[config.mk]
export PLATFORM = sky130hd
export DESIGN_NAME = hmac_md5_engine_top
export DESIGN_NICKNAME = d
export VERILOG_FILES = /design/src/sv/hme_pkg.sv /design/src/sv/hme_mem.sv /design/src/sv/hme_md5.sv /design/src/sv/hmac_md5_engine_top.sv
export SDC_FILE = /design/constraint.sdc
export NUM_CORES = 2
export LEC_CHECK = 0
export BUFFER_PORTS_ARGS = -buffer_cell sky130_fd_sc_hd__buf_4
export CORE_ASPECT_RATIO = 0.5
export CORE_MARGIN = 2
export CORE_UTILIZATION = 25
export DETAILED_ROUTE_END_ITERATION = 16
export PLACE_DENSITY_LB_ADDON = 0.2
export SLEW_MARGIN = 5
export SYNTH_ARGS = -nofsm -noshare
export SYNTH_HDL_FRONTEND = slang
export SYNTH_SLANG_ARGS = --single-unit
[constraint.sdc]
create_clock -name clk -period 16.57 [get_ports clk]
set_clock_uncertainty 0.05 [all_clocks]
set_input_delay 0.8285 -clock clk [delete_from_list [all_inputs] [get_ports clk]]
set_output_delay 0.8285 -clock clk [all_outputs]
set_load 0.02 [all_outputs]
[src/sv/hme_pkg.sv]
// hme_pkg: shared types, constants and MD5 round tables for the HMAC-MD5 engine.
// No dependencies.
`default_nettype none
package hme_pkg;

	localparam int PAD_BYTES = 64;
	localparam int WORDS     = PAD_BYTES / 4;
	localparam int AW        = $clog2(WORDS);
	localparam int CW        = $clog2(PAD_BYTES) + 1;

	localparam logic [7:0] PAD_INNER = 8'h36;
	localparam logic [7:0] PAD_OUTER = 8'h5c;
	localparam logic [7:0] MARK_BYTE = 8'h80;

	localparam logic [31:0] IV0 = 32'h67452301;
	localparam logic [31:0] IV1 = 32'hefcdab89;
	localparam logic [31:0] IV2 = 32'h98badcfe;
	localparam logic [31:0] IV3 = 32'h10325476;

	typedef logic [31:0] word_t;
	typedef logic [3:0][31:0] chain_t;

	typedef enum logic [1:0] {
		CMD_KEY_BYTE = 2'd0,
		CMD_MSG_BYTE = 2'd1,
		CMD_END_KEY  = 2'd2,
		CMD_END_MSG  = 2'd3
	} cmd_t;

	typedef enum logic [1:0] {
		PH_KEY,
		PH_LONGKEY,
		PH_MSG
	} phase_t;

	typedef enum logic [2:0] {
		S_IDLE,
		S_WAIT,
		S_FIN,
		S_KWR,
		S_IWR,
		S_OPASS,
		S_OUT
	} state_t;

	typedef struct packed {
		logic start;
		logic init;
	} md5_cmd_t;

	typedef struct packed {
		logic          rd_en;
		logic [AW-1:0] rd_idx;
		logic          done;
	} md5_sts_t;

	function automatic logic [31:0] md5_k(input logic [5:0] r);
		logic [31:0] k;
		case (r)
			6'd0: k = 32'hd76aa478;  6'd1: k = 32'he8c7b756;
			6'd2: k = 32'h242070db;  6'd3: k = 32'hc1bdceee;
			6'd4: k = 32'hf57c0faf;  6'd5: k = 32'h4787c62a;
			6'd6: k = 32'ha8304613;  6'd7: k = 32'hfd469501;
			6'd8: k = 32'h698098d8;  6'd9: k = 32'h8b44f7af;
			6'd10: k = 32'hffff5bb1; 6'd11: k = 32'h895cd7be;
			6'd12: k = 32'h6b901122; 6'd13: k = 32'hfd987193;
			6'd14: k = 32'ha679438e; 6'd15: k = 32'h49b40821;
			6'd16: k = 32'hf61e2562; 6'd17: k = 32'hc040b340;
			6'd18: k = 32'h265e5a51; 6'd19: k = 32'he9b6c7aa;
			6'd20: k = 32'hd62f105d; 6'd21: k = 32'h02441453;
			6'd22: k = 32'hd8a1e681; 6'd23: k = 32'he7d3fbc8;
			6'd24: k = 32'h21e1cde6; 6'd25: k = 32'hc33707d6;
			6'd26: k = 32'hf4d50d87; 6'd27: k = 32'h455a14ed;
			6'd28: k = 32'ha9e3e905; 6'd29: k = 32'hfcefa3f8;
			6'd30: k = 32'h676f02d9; 6'd31: k = 32'h8d2a4c8a;
			6'd32: k = 32'hfffa3942; 6'd33: k = 32'h8771f681;
			6'd34: k = 32'h6d9d6122; 6'd35: k = 32'hfde5380c;
			6'd36: k = 32'ha4beea44; 6'd37: k = 32'h4bdecfa9;
			6'd38: k = 32'hf6bb4b60; 6'd39: k = 32'hbebfbc70;
			6'd40: k = 32'h289b7ec6; 6'd41: k = 32'heaa127fa;
			6'd42: k = 32'hd4ef3085; 6'd43: k = 32'h04881d05;
			6'd44: k = 32'hd9d4d039; 6'd45: k = 32'he6db99e5;
			6'd46: k = 32'h1fa27cf8; 6'd47: k = 32'hc4ac5665;
			6'd48: k = 32'hf4292244; 6'd49: k = 32'h432aff97;
			6'd50: k = 32'hab9423a7; 6'd51: k = 32'hfc93a039;
			6'd52: k = 32'h655b59c3; 6'd53: k = 32'h8f0ccc92;
			6'd54: k = 32'hffeff47d; 6'd55: k = 32'h85845dd1;
			6'd56: k = 32'h6fa87e4f; 6'd57: k = 32'hfe2ce6e0;
			6'd58: k = 32'ha3014314; 6'd59: k = 32'h4e0811a1;
			6'd60: k = 32'hf7537e82; 6'd61: k = 32'hbd3af235;
			6'd62: k = 32'h2ad7d2bb; 6'd63: k = 32'heb86d391;
			default: k = 32'h0;
		endcase
		return k;
	endfunction

	function automatic logic [4:0] md5_s(input logic [5:0] r);
		logic [4:0] s;
		case ({r[5:4], r[1:0]})
			4'd0: s = 5'd7;   4'd1: s = 5'd12;  4'd2: s = 5'd17;  4'd3: s = 5'd22;
			4'd4: s = 5'd5;   4'd5: s = 5'd9;   4'd6: s = 5'd14;  4'd7: s = 5'd20;
			4'd8: s = 5'd4;   4'd9: s = 5'd11;  4'd10: s = 5'd16; 4'd11: s = 5'd23;
			4'd12: s = 5'd6;  4'd13: s = 5'd10; 4'd14: s = 5'd15; 4'd15: s = 5'd21;
			default: s = 5'd0;
		endcase
		return s;
	endfunction

	function automatic logic [3:0] md5_g(input logic [5:0] r);
		logic [3:0] rr;
		logic [3:0] g;
		rr = r[3:0];
		case (r[5:4])
			2'd0: g = rr;
			2'd1: g = rr + {rr[1:0], 2'b00} + 4'd1;
			2'd2: g = rr + {rr[2:0], 1'b0} + 4'd5;
			default: g = {rr[0], 3'b000} - rr;
		endcase
		return g;
	endfunction

	function automatic word_t md5_f(input logic [1:0] sel, input word_t b, input word_t c,
		input word_t d);
		word_t f;
		case (sel)
			2'd0: f = (b & c) | (~b & d);
			2'd1: f = (d & b) | (~d & c);
			2'd2: f = b ^ c ^ d;
			default: f = c ^ (b | ~d);
		endcase
		return f;
	endfunction

	function automatic word_t rotl(input word_t x, input logic [4:0] s);
		logic [63:0] t;
		t = {x, x} << s;
		return t[63:32];
	endfunction

endpackage
`default_nettype wire

[src/sv/hme_mem.sv]
// hme_mem: word-wide synchronous RAM with byte lane enables, registered read.
// Depends on hme_pkg.
`default_nettype none
module hme_mem (
	input  wire logic                 clk,
	input  wire logic                 we,
	input  wire logic [hme_pkg::AW-1:0] waddr,
	input  wire logic [3:0]           be,
	input  wire hme_pkg::word_t       wdata,
	input  wire logic [hme_pkg::AW-1:0] raddr,
	output hme_pkg::word_t            rdata
);
	import hme_pkg::*;

	word_t mem_q [WORDS];

	always_ff @(posedge clk) begin
		if (we) begin
			for (int k = 0; k < 4; k++) begin
				if (be[k]) begin
					mem_q[waddr][8*k +: 8] <= wdata[8*k +: 8];
				end
			end
		end
		rdata <= mem_q[raddr];
	end

endmodule
`default_nettype wire

[src/sv/hme_md5.sv]
// hme_md5: iterative MD5 compression, one round per cycle, message words fetched
// from an external RAM in the cycle before their round. Depends on hme_pkg.
`default_nettype none
module hme_md5 (
	input  wire logic              clk,
	input  wire logic              arst_n,
	input  wire hme_pkg::md5_cmd_t cmd,
	input  wire hme_pkg::word_t    word,
	output hme_pkg::md5_sts_t      sts,
	output hme_pkg::chain_t        chain
);
	import hme_pkg::*;

	logic       run_q;
	logic [5:0] iss_q;
	logic       v_s1;
	logic [5:0] rnd_s1;
	logic       add_q;
	logic       done_q;
	word_t      a_q, b_q, c_q, d_q;
	chain_t     chain_q;
	word_t      sum, nb;

	always_comb begin
		sum = a_q + md5_f(rnd_s1[5:4], b_q, c_q, d_q) + md5_k(rnd_s1) + word;
		nb  = b_q + rotl(sum, md5_s(rnd_s1));
	end

	always_ff @(posedge clk or negedge arst_n) begin
		if (!arst_n) begin
			run_q  <= 1'b0;
			iss_q  <= '0;
			v_s1   <= 1'b0;
			rnd_s1 <= '0;
			add_q  <= 1'b0;
			done_q <= 1'b0;
		end else begin
			if (cmd.start) begin
				run_q <= 1'b1;
				iss_q <= '0;
			end else if (run_q) begin
				iss_q <= iss_q + 6'd1;
				if (iss_q == 6'd63) begin
					run_q <= 1'b0;
				end
			end
			v_s1   <= run_q;
			rnd_s1 <= iss_q;
			add_q  <= v_s1 && (rnd_s1 == 6'd63);
			done_q <= add_q;
		end
	end

	always_ff @(posedge clk) begin
		if (cmd.start) begin
			if (cmd.init) begin
				chain_q <= {IV3, IV2, IV1, IV0};
				a_q <= IV0; b_q <= IV1; c_q <= IV2; d_q <= IV3;
			end else begin
				a_q <= chain_q[0]; b_q <= chain_q[1]; c_q <= chain_q[2]; d_q <= chain_q[3];
			end
		end else if (v_s1) begin
			a_q <= d_q;
			d_q <= c_q;
			c_q <= b_q;
			b_q <= nb;
		end
		if (add_q) begin
			chain_q[0] <= chain_q[0] + a_q;
			chain_q[1] <= chain_q[1] + b_q;
			chain_q[2] <= chain_q[2] + c_q;
			chain_q[3] <= chain_q[3] + d_q;
		end
	end

	assign sts.rd_en  = run_q;
	assign sts.rd_idx = md5_g(iss_q);
	assign sts.done   = done_q;
	assign chain      = chain_q;

endmodule
`default_nettype wire

[src/sv/hmac_md5_engine_top.sv]
// hmac_md5_engine_top: HMAC-MD5 sequencer around key/block RAMs and the MD5 core.
// Depends on hme_pkg, hme_mem, hme_md5.
//
//   channel | ports                          | beat
//   in      | in_valid in_ready cmd data_byte | one command / byte
//   out     | out_valid out_ready digest_byte is_last | one digest byte
//
// Key and message bytes are only written to RAM, except a byte that closes a
// 64-byte block, or the 65th key byte, which hashes the full key RAM: that beat
// also runs a block of MD5 rounds (one round per cycle, words read from RAM
// ahead of their round). End of key takes one block, or two to three blocks
// plus four RAM writes for a key over 64 bytes. End of message runs three to
// four blocks plus four RAM writes, then 16 output beats. Input stalls while
// the core runs; output stalls hold the byte. Reset gives key loading at once.
`default_nettype none
module hmac_md5_engine_top (
	input  wire logic       clk,
	input  wire logic       arst_n,
	input  wire logic       in_valid,
	output logic            in_ready,
	input  wire logic [1:0] cmd,
	input  wire logic [7:0] data_byte,
	output logic            out_valid,
	input  wire logic       out_ready,
	output logic [7:0]      digest_byte,
	output logic            is_last
);
	import hme_pkg::*;

	state_t         state_q, ns, nxt_q;
	phase_t         phase_q;
	logic [CW-1:0]  key_count_q;
	logic [63:0]    total_q;
	logic [1:0]     wcnt_q;
	logic [3:0]     ocnt_q;
	logic           two_q;
	logic           src_key_q, mark_en_q, len_en_q;
	logic [7:0]     pad_q;
	logic [CW-1:0]  lim_q;
	logic [CW-2:0]  mark_q;
	logic [AW-1:0]  widx_s1;

	logic           acc;
	logic           key_full;
	logic [CW-2:0]  fin_pos;
	logic           fin_two;
	logic           do_fin;
	logic           st, st_init, c_src_key, c_mark_en, c_len;
	logic [7:0]     c_pad;
	logic [CW-1:0]  c_lim;
	logic           kwe, bwe;
	logic [AW-1:0]  kaddr, baddr;
	logic [3:0]     kbe, bbe;
	word_t          kwdata, bwdata, krd, brd, rdat, word;
	logic [63:0]    bits;
	md5_cmd_t       mcmd;
	md5_sts_t       msts;
	chain_t         chain;

	assign acc      = in_valid && in_ready;
	assign key_full = key_count_q[CW-1];
	assign fin_pos  = total_q[CW-2:0];
	assign fin_two  = fin_pos[CW-2:CW-4] == 3'b111;
	assign bits     = {total_q[60:0], 3'b000};

	always_comb begin
		ns = state_q;
		case (state_q)
			S_IDLE: begin
				if (acc) begin
					case (phase_q)
						PH_KEY: begin
							if ((cmd == CMD_KEY_BYTE && key_full) || cmd == CMD_END_KEY) begin
								ns = S_WAIT;
							end
						end
						PH_LONGKEY: begin
							if (cmd == CMD_KEY_BYTE && fin_pos == '1) begin
								ns = S_WAIT;
							end else if (cmd == CMD_END_KEY) begin
								ns = S_FIN;
							end
						end
						PH_MSG: begin
							if (cmd == CMD_MSG_BYTE && fin_pos == '1) begin
								ns = S_WAIT;
							end else if (cmd == CMD_END_MSG) begin
								ns = S_FIN;
							end
						end
						default: ns = S_IDLE;
					endcase
				end
			end
			S_WAIT:  if (msts.done) ns = S_IDLE;
			S_FIN:   if (msts.done && !two_q) ns = nxt_q;
			S_KWR:   if (wcnt_q == 2'd3) ns = S_WAIT;
			S_IWR:   if (wcnt_q == 2'd3) ns = S_OPASS;
			S_OPASS: if (msts.done) ns = S_FIN;
			S_OUT:   if (out_ready && ocnt_q == 4'd15) ns = S_IDLE;
			default: ns = S_IDLE;
		endcase
	end

	always_comb begin
		st = 1'b0; st_init = 1'b0; do_fin = 1'b0;
		c_src_key = 1'b0; c_pad = 8'h00; c_lim = CW'(PAD_BYTES);
		c_mark_en = 1'b0; c_len = 1'b0;
		kwe = 1'b0; kaddr = key_count_q[CW-2:2]; kbe = 4'b0001 << key_count_q[1:0];
		kwdata = {4{data_byte}};
		bwe = 1'b0; baddr = total_q[CW-2:2]; bbe = 4'b0001 << total_q[1:0];
		bwdata = {4{data_byte}};
		case (state_q)
			S_IDLE: begin
				if (acc) begin
					case (phase_q)
						PH_KEY: begin
							if (cmd == CMD_KEY_BYTE) begin
								if (!key_full) begin
									kwe = 1'b1;
								end else begin
									bwe = 1'b1;
									st = 1'b1; st_init = 1'b1; c_src_key = 1'b1;
								end
							end else if (cmd == CMD_END_KEY) begin
								st = 1'b1; st_init = 1'b1; c_src_key = 1'b1;
								c_pad = PAD_INNER; c_lim = key_count_q;
							end
						end
						PH_LONGKEY: begin
							if (cmd == CMD_KEY_BYTE) begin
								bwe = 1'b1;
								st  = fin_pos == '1;
							end else if (cmd == CMD_END_KEY) begin
								do_fin = 1'b1;
							end
						end
						PH_MSG: begin
							if (cmd == CMD_MSG_BYTE) begin
								bwe = 1'b1;
								st  = fin_pos == '1;
							end else if (cmd == CMD_END_MSG) begin
								do_fin = 1'b1;
							end
						end
						default: ;
					endcase
				end
			end
			S_FIN: begin
				if (msts.done && two_q) begin
					st = 1'b1; c_lim = '0; c_len = 1'b1;
				end
			end
			S_KWR: begin
				kwe = 1'b1; kaddr = AW'(wcnt_q); kbe = 4'hf; kwdata = chain[wcnt_q];
				if (wcnt_q == 2'd3) begin
					st = 1'b1; st_init = 1'b1; c_src_key = 1'b1;
					c_pad = PAD_INNER; c_lim = CW'(16);
				end
			end
			S_IWR: begin
				bwe = 1'b1; baddr = AW'(wcnt_q); bbe = 4'hf; bwdata = chain[wcnt_q];
				if (wcnt_q == 2'd3) begin
					st = 1'b1; st_init = 1'b1; c_src_key = 1'b1;
					c_pad = PAD_OUTER; c_lim = key_count_q;
				end
			end
			S_OPASS: do_fin = msts.done;
			default: ;
		endcase
		if (do_fin) begin
			st = 1'b1; c_lim = {1'b0, fin_pos}; c_mark_en = 1'b1; c_len = !fin_two;
		end
	end

	always_ff @(posedge clk or negedge arst_n) begin
		if (!arst_n) begin
			state_q     <= S_IDLE;
			nxt_q       <= S_IDLE;
			phase_q     <= PH_KEY;
			key_count_q <= '0;
			total_q     <= '0;
			wcnt_q      <= '0;
			ocnt_q      <= '0;
			two_q       <= 1'b0;
		end else begin
			state_q <= ns;
			if (state_q == S_IDLE && acc) begin
				case (phase_q)
					PH_KEY: begin
						if (cmd == CMD_KEY_BYTE) begin
							if (!key_full) begin
								key_count_q <= key_count_q + 1'b1;
							end else begin
								total_q <= 64'd65;
								phase_q <= PH_LONGKEY;
							end
						end else if (cmd == CMD_END_KEY) begin
							total_q <= 64'(PAD_BYTES);
							phase_q <= PH_MSG;
						end
					end
					PH_LONGKEY: begin
						if (cmd == CMD_KEY_BYTE) total_q <= total_q + 64'd1;
						else if (cmd == CMD_END_KEY) nxt_q <= S_KWR;
					end
					PH_MSG: begin
						if (cmd == CMD_MSG_BYTE) total_q <= total_q + 64'd1;
						else if (cmd == CMD_END_MSG) nxt_q <= S_IWR;
					end
					default: ;
				endcase
			end
			if (state_q == S_OPASS) nxt_q <= S_OUT;
			if (do_fin) begin
				two_q <= fin_two;
			end else if (state_q == S_FIN && msts.done) begin
				two_q <= 1'b0;
			end
			if (state_q == S_KWR || state_q == S_IWR) begin
				wcnt_q <= wcnt_q + 2'd1;
			end
			if (state_q == S_KWR && wcnt_q == 2'd3) begin
				key_count_q <= CW'(16);
				total_q     <= 64'(PAD_BYTES);
				phase_q     <= PH_MSG;
			end
			if (state_q == S_IWR && wcnt_q == 2'd3) begin
				total_q <= 64'(PAD_BYTES + 16);
			end
			if (state_q == S_OUT && out_ready) begin
				ocnt_q <= ocnt_q + 4'd1;
				if (ocnt_q == 4'd15) begin
					key_count_q <= '0;
					total_q     <= '0;
					phase_q     <= PH_KEY;
				end
			end
		end
	end

	always_ff @(posedge clk) begin
		if (st) begin
			src_key_q <= c_src_key;
			pad_q     <= c_pad;
			lim_q     <= c_lim;
			mark_en_q <= c_mark_en;
			mark_q    <= fin_pos;
			len_en_q  <= c_len;
		end
		widx_s1 <= msts.rd_idx;
	end

	// message word: RAM bytes below the limit, end mark, pad XOR, length words
	always_comb begin
		logic [CW-2:0] p;
		logic [7:0]    bv;
		rdat = src_key_q ? krd : brd;
		for (int k = 0; k < 4; k++) begin
			p  = {widx_s1, 2'(k)};
			bv = ({1'b0, p} < lim_q) ? rdat[8*k +: 8] : 8'h00;
			if (mark_en_q && p == mark_q) bv = MARK_BYTE;
			word[8*k +: 8] = bv ^ pad_q;
		end
		if (len_en_q && widx_s1 == AW'(WORDS - 2)) word = bits[31:0];
		if (len_en_q && widx_s1 == AW'(WORDS - 1)) word = bits[63:32];
	end

	assign mcmd.start = st;
	assign mcmd.init  = st_init;

	hme_mem u_key_mem (
		.clk(clk), .we(kwe), .waddr(kaddr), .be(kbe), .wdata(kwdata),
		.raddr(msts.rd_idx), .rdata(krd)
	);

	hme_mem u_blk_mem (
		.clk(clk), .we(bwe), .waddr(baddr), .be(bbe), .wdata(bwdata),
		.raddr(msts.rd_idx), .rdata(brd)
	);

	hme_md5 u_md5 (
		.clk(clk), .arst_n(arst_n), .cmd(mcmd), .word(word), .sts(msts), .chain(chain)
	);

	assign in_ready    = state_q == S_IDLE;
	assign out_valid   = state_q == S_OUT;
	assign digest_byte = chain[ocnt_q[3:2]][8*ocnt_q[1:0] +: 8];
	assign is_last     = ocnt_q == 4'd15;

endmodule
`default_nettype wire
==> metrics.txt <==
fin crit share=71.3%; initial antenna violation count=6; CTS Hold Bufs=0; I/O pin count=25; CP max-delay cell=nor4_1; Rows=146; H-tree depth=4; layout cells sized above 1=12.7%; hold slack=0.0570 ns; Core ar.=0.316 sq mm; vias per cell=5.02; pin count of the biggest net entering global routing=92; # DRC=0; antenna viol nets, final=0; status=complete, no violations; gr usage total=17.0%; post-synthesis instance total=6561; YS warnings=0; Port Buffers=24; post-synth top area cell=edfxtp_1; crit-path max FO=19; RSZ-0062 raised after global routing=false; Placer Congestion=0.915; Num CTS Buffers=165; Starting Density=25.1%; area of the multi-input gates=0.0343 sq mm; fin nets=6789; mux share of post-synthesis cell area=13.3%; clock sinks=1466; Slew HR=22.1%; Setup WS pre-CTS=5.10 ns; largest cells by area after synthesis=edfxtp_1 49%, mux4_2 9.8%, ha_1 3.6%; main combinational cell family by area after synthesis=multiplexers; fraction of registers with async set/reset=6.75%; post-synthesis compound-gate area fraction=10.3%; post-CTS setup buffers=0; Hold WC Path Type=primary input to async pin; most used cell, CP=a21oi_1; xor/xnor cell area share of the yosys netlist=2.70%; first-pass GRT wire length=401000 um; number of global-route vias before repair=53.4k; fin crit period=11.82 ns; DRT Pass-1 Iters=6; clk root buf=clkbuf_16; CTS tree=built; setup TNS=0 ns; slew at the pin closest to its max-slew limit=1.16 ns; sequential area share after synthesis=54.1%; Post-Synth Simple-Gate Area=11.5%; Post-Synthesis Cell Area=0.0792 sq mm; Die H=402 um; Filler Cells Inserted=32.4k; Yosys reg bits=1466; fmax=84.6 MHz; worst skew pair latency=0.83 ns; syn_nets=6872; Detail Placement HPWL=200000 um; Avg Cell Area, Syn=12.1 sq um; ys flop type=edfxtp_1; final WL=280000 um; Cell variety after synth=91; post-synth top area share=49.3%; Post-CTS Resized=0; Final Hold Fails=0; CTS Buffer Depth=4; die extent in x=800 um; max-slew violation count=0; drt initial violations=5256; CP endpoint kind=flop; Worst EP required=17.00 ns; post-synthesis adder-cell area fraction=5.34%; final setup margin=4.75 ns; Via Count=54.3k; WL/cell=25.9 um; most frequent cell after synthesis=edfxtp_1; die area=0.322 sq mm; clock-pin slew on the worst setup and hold paths=0.06 ns; max cap viols=0; final setup violating endpoints=0; register area=0.0429 sq mm; Worst Path Arrival=12.25 ns; Layout area overhead=12.7%; most frequent cells after synthesis=1299 x edfxtp_1, 720 x nand2_1, 594 x nor2_1, 401 x a21oi_1, 362 x o21ai_0; GRT overflow=0; WS Path Type=flop to flop; crit path launch type=flop; Post-synth EDFFs=1299; max incr delay on CP=1.01 ns; final core occ=28.3%
==> worst paths after layout <==
check                                start         endpoint  slack, ns  depth (start not counted)
setup / recovery           u_md5.rnd_s1[0]    u_md5.b_q[30]       4.75                         35
hold / removal                      arst_n   u_md5.iss_q[5]       0.06                          1
setup reg to reg           u_md5.rnd_s1[0]    u_md5.b_q[30]       4.75                         35
hold reg to reg             u_md5.iss_q[1]  u_md5.rnd_s1[1]       0.41                          0
max in group asynchronous           arst_n        wcnt_q[0]      15.19                          2
min in group clk                    cmd[0]         nxt_q[1]       0.37                          4
==> sequential cells by signal (all words and copies together) (netlist names), 32 cells and up <==
register,count
u_blk_mem.mem_q,512
u_key_mem.mem_q,512
u_md5.chain,128
total_q,61
u_blk_mem.rdata,32
u_key_mem.rdata,32
u_md5.a_q,32
u_md5.b_q,32
u_md5.c_q,32
u_md5.d_q,32
==> logic make-up after synthesis <==
logic type	Yosys count
muxes	614
DFF	1466
xor gates and xnor gates	244
and+or+nand+nor	2027
adders and majority gates	297
AOI/OAI and AO/OA	1337
buffers and inverters	576
==> worst max-delay path, delay by kind of cell (launching register included) <==
kind	cells	cell delay, ns
fa+ha+maj	7	2.80
buf+inv	3	0.54
compound gates	16	3.91
xor+xnor	1	0.18
flops	1	0.83
mux	2	0.77
simple gates	6	2.39
==> placed cells by master (no fill, tap or decap), types with 116 or more instances in the layout <==
cell type / n
a21oi_1: 401
buf_4: 116
clkbuf_16: 168
edfxtp_1: 1299
ha_1: 229
inv_1: 202
mux2i_1: 178
mux4_2: 343
nand2_1: 719
nand3_1: 191
nor2_1: 592
nor3_1: 161
o21ai_0: 356
xnor2_1: 138
==> routing by layer <==
metal | global-route usage, % | part of all wire [%] | up-vias | wire length (um)
li1 | - | - | 24598 | -
met1 | 24.1 | 46 | 27883 | 130000
met2 | 27.6 | 46 | 1483 | 130000
met3 | 2.11 | 4.7 | 316 | 13300
met4 | 4.09 | 2.5 | 2 | 6880
met5 | 0 | 0.0046 | - | 13
==> metrics by stage <==
step | cells | area [sq um]
finish | 10819 | 89200
detailed placement | 10529 | 84200
global placement | 10529 | 84200
floorplan | 6561 | 79200
CTS | 10818 | 89200
global route | 10818 | 89200
==> area by class of cell <==
cell class / instances / area share [%]
Sequential cell: 1466 / 48.0
Timing Repair Buffer: 118 / 1.02
Inverter: 208 / 0.881
Clock buffer: 226 / 5.06
Clock inverter: 63 / 0.611
Antenna cell: 1 / 0.00280
Multi-Input combinational cell: 4519 / 38.5
Tap cell: 4218 / 5.91
Power is left out: the tool's default activity adds up to more than one toggle a clock period on the data nets, which glitch-free logic cannot reach.
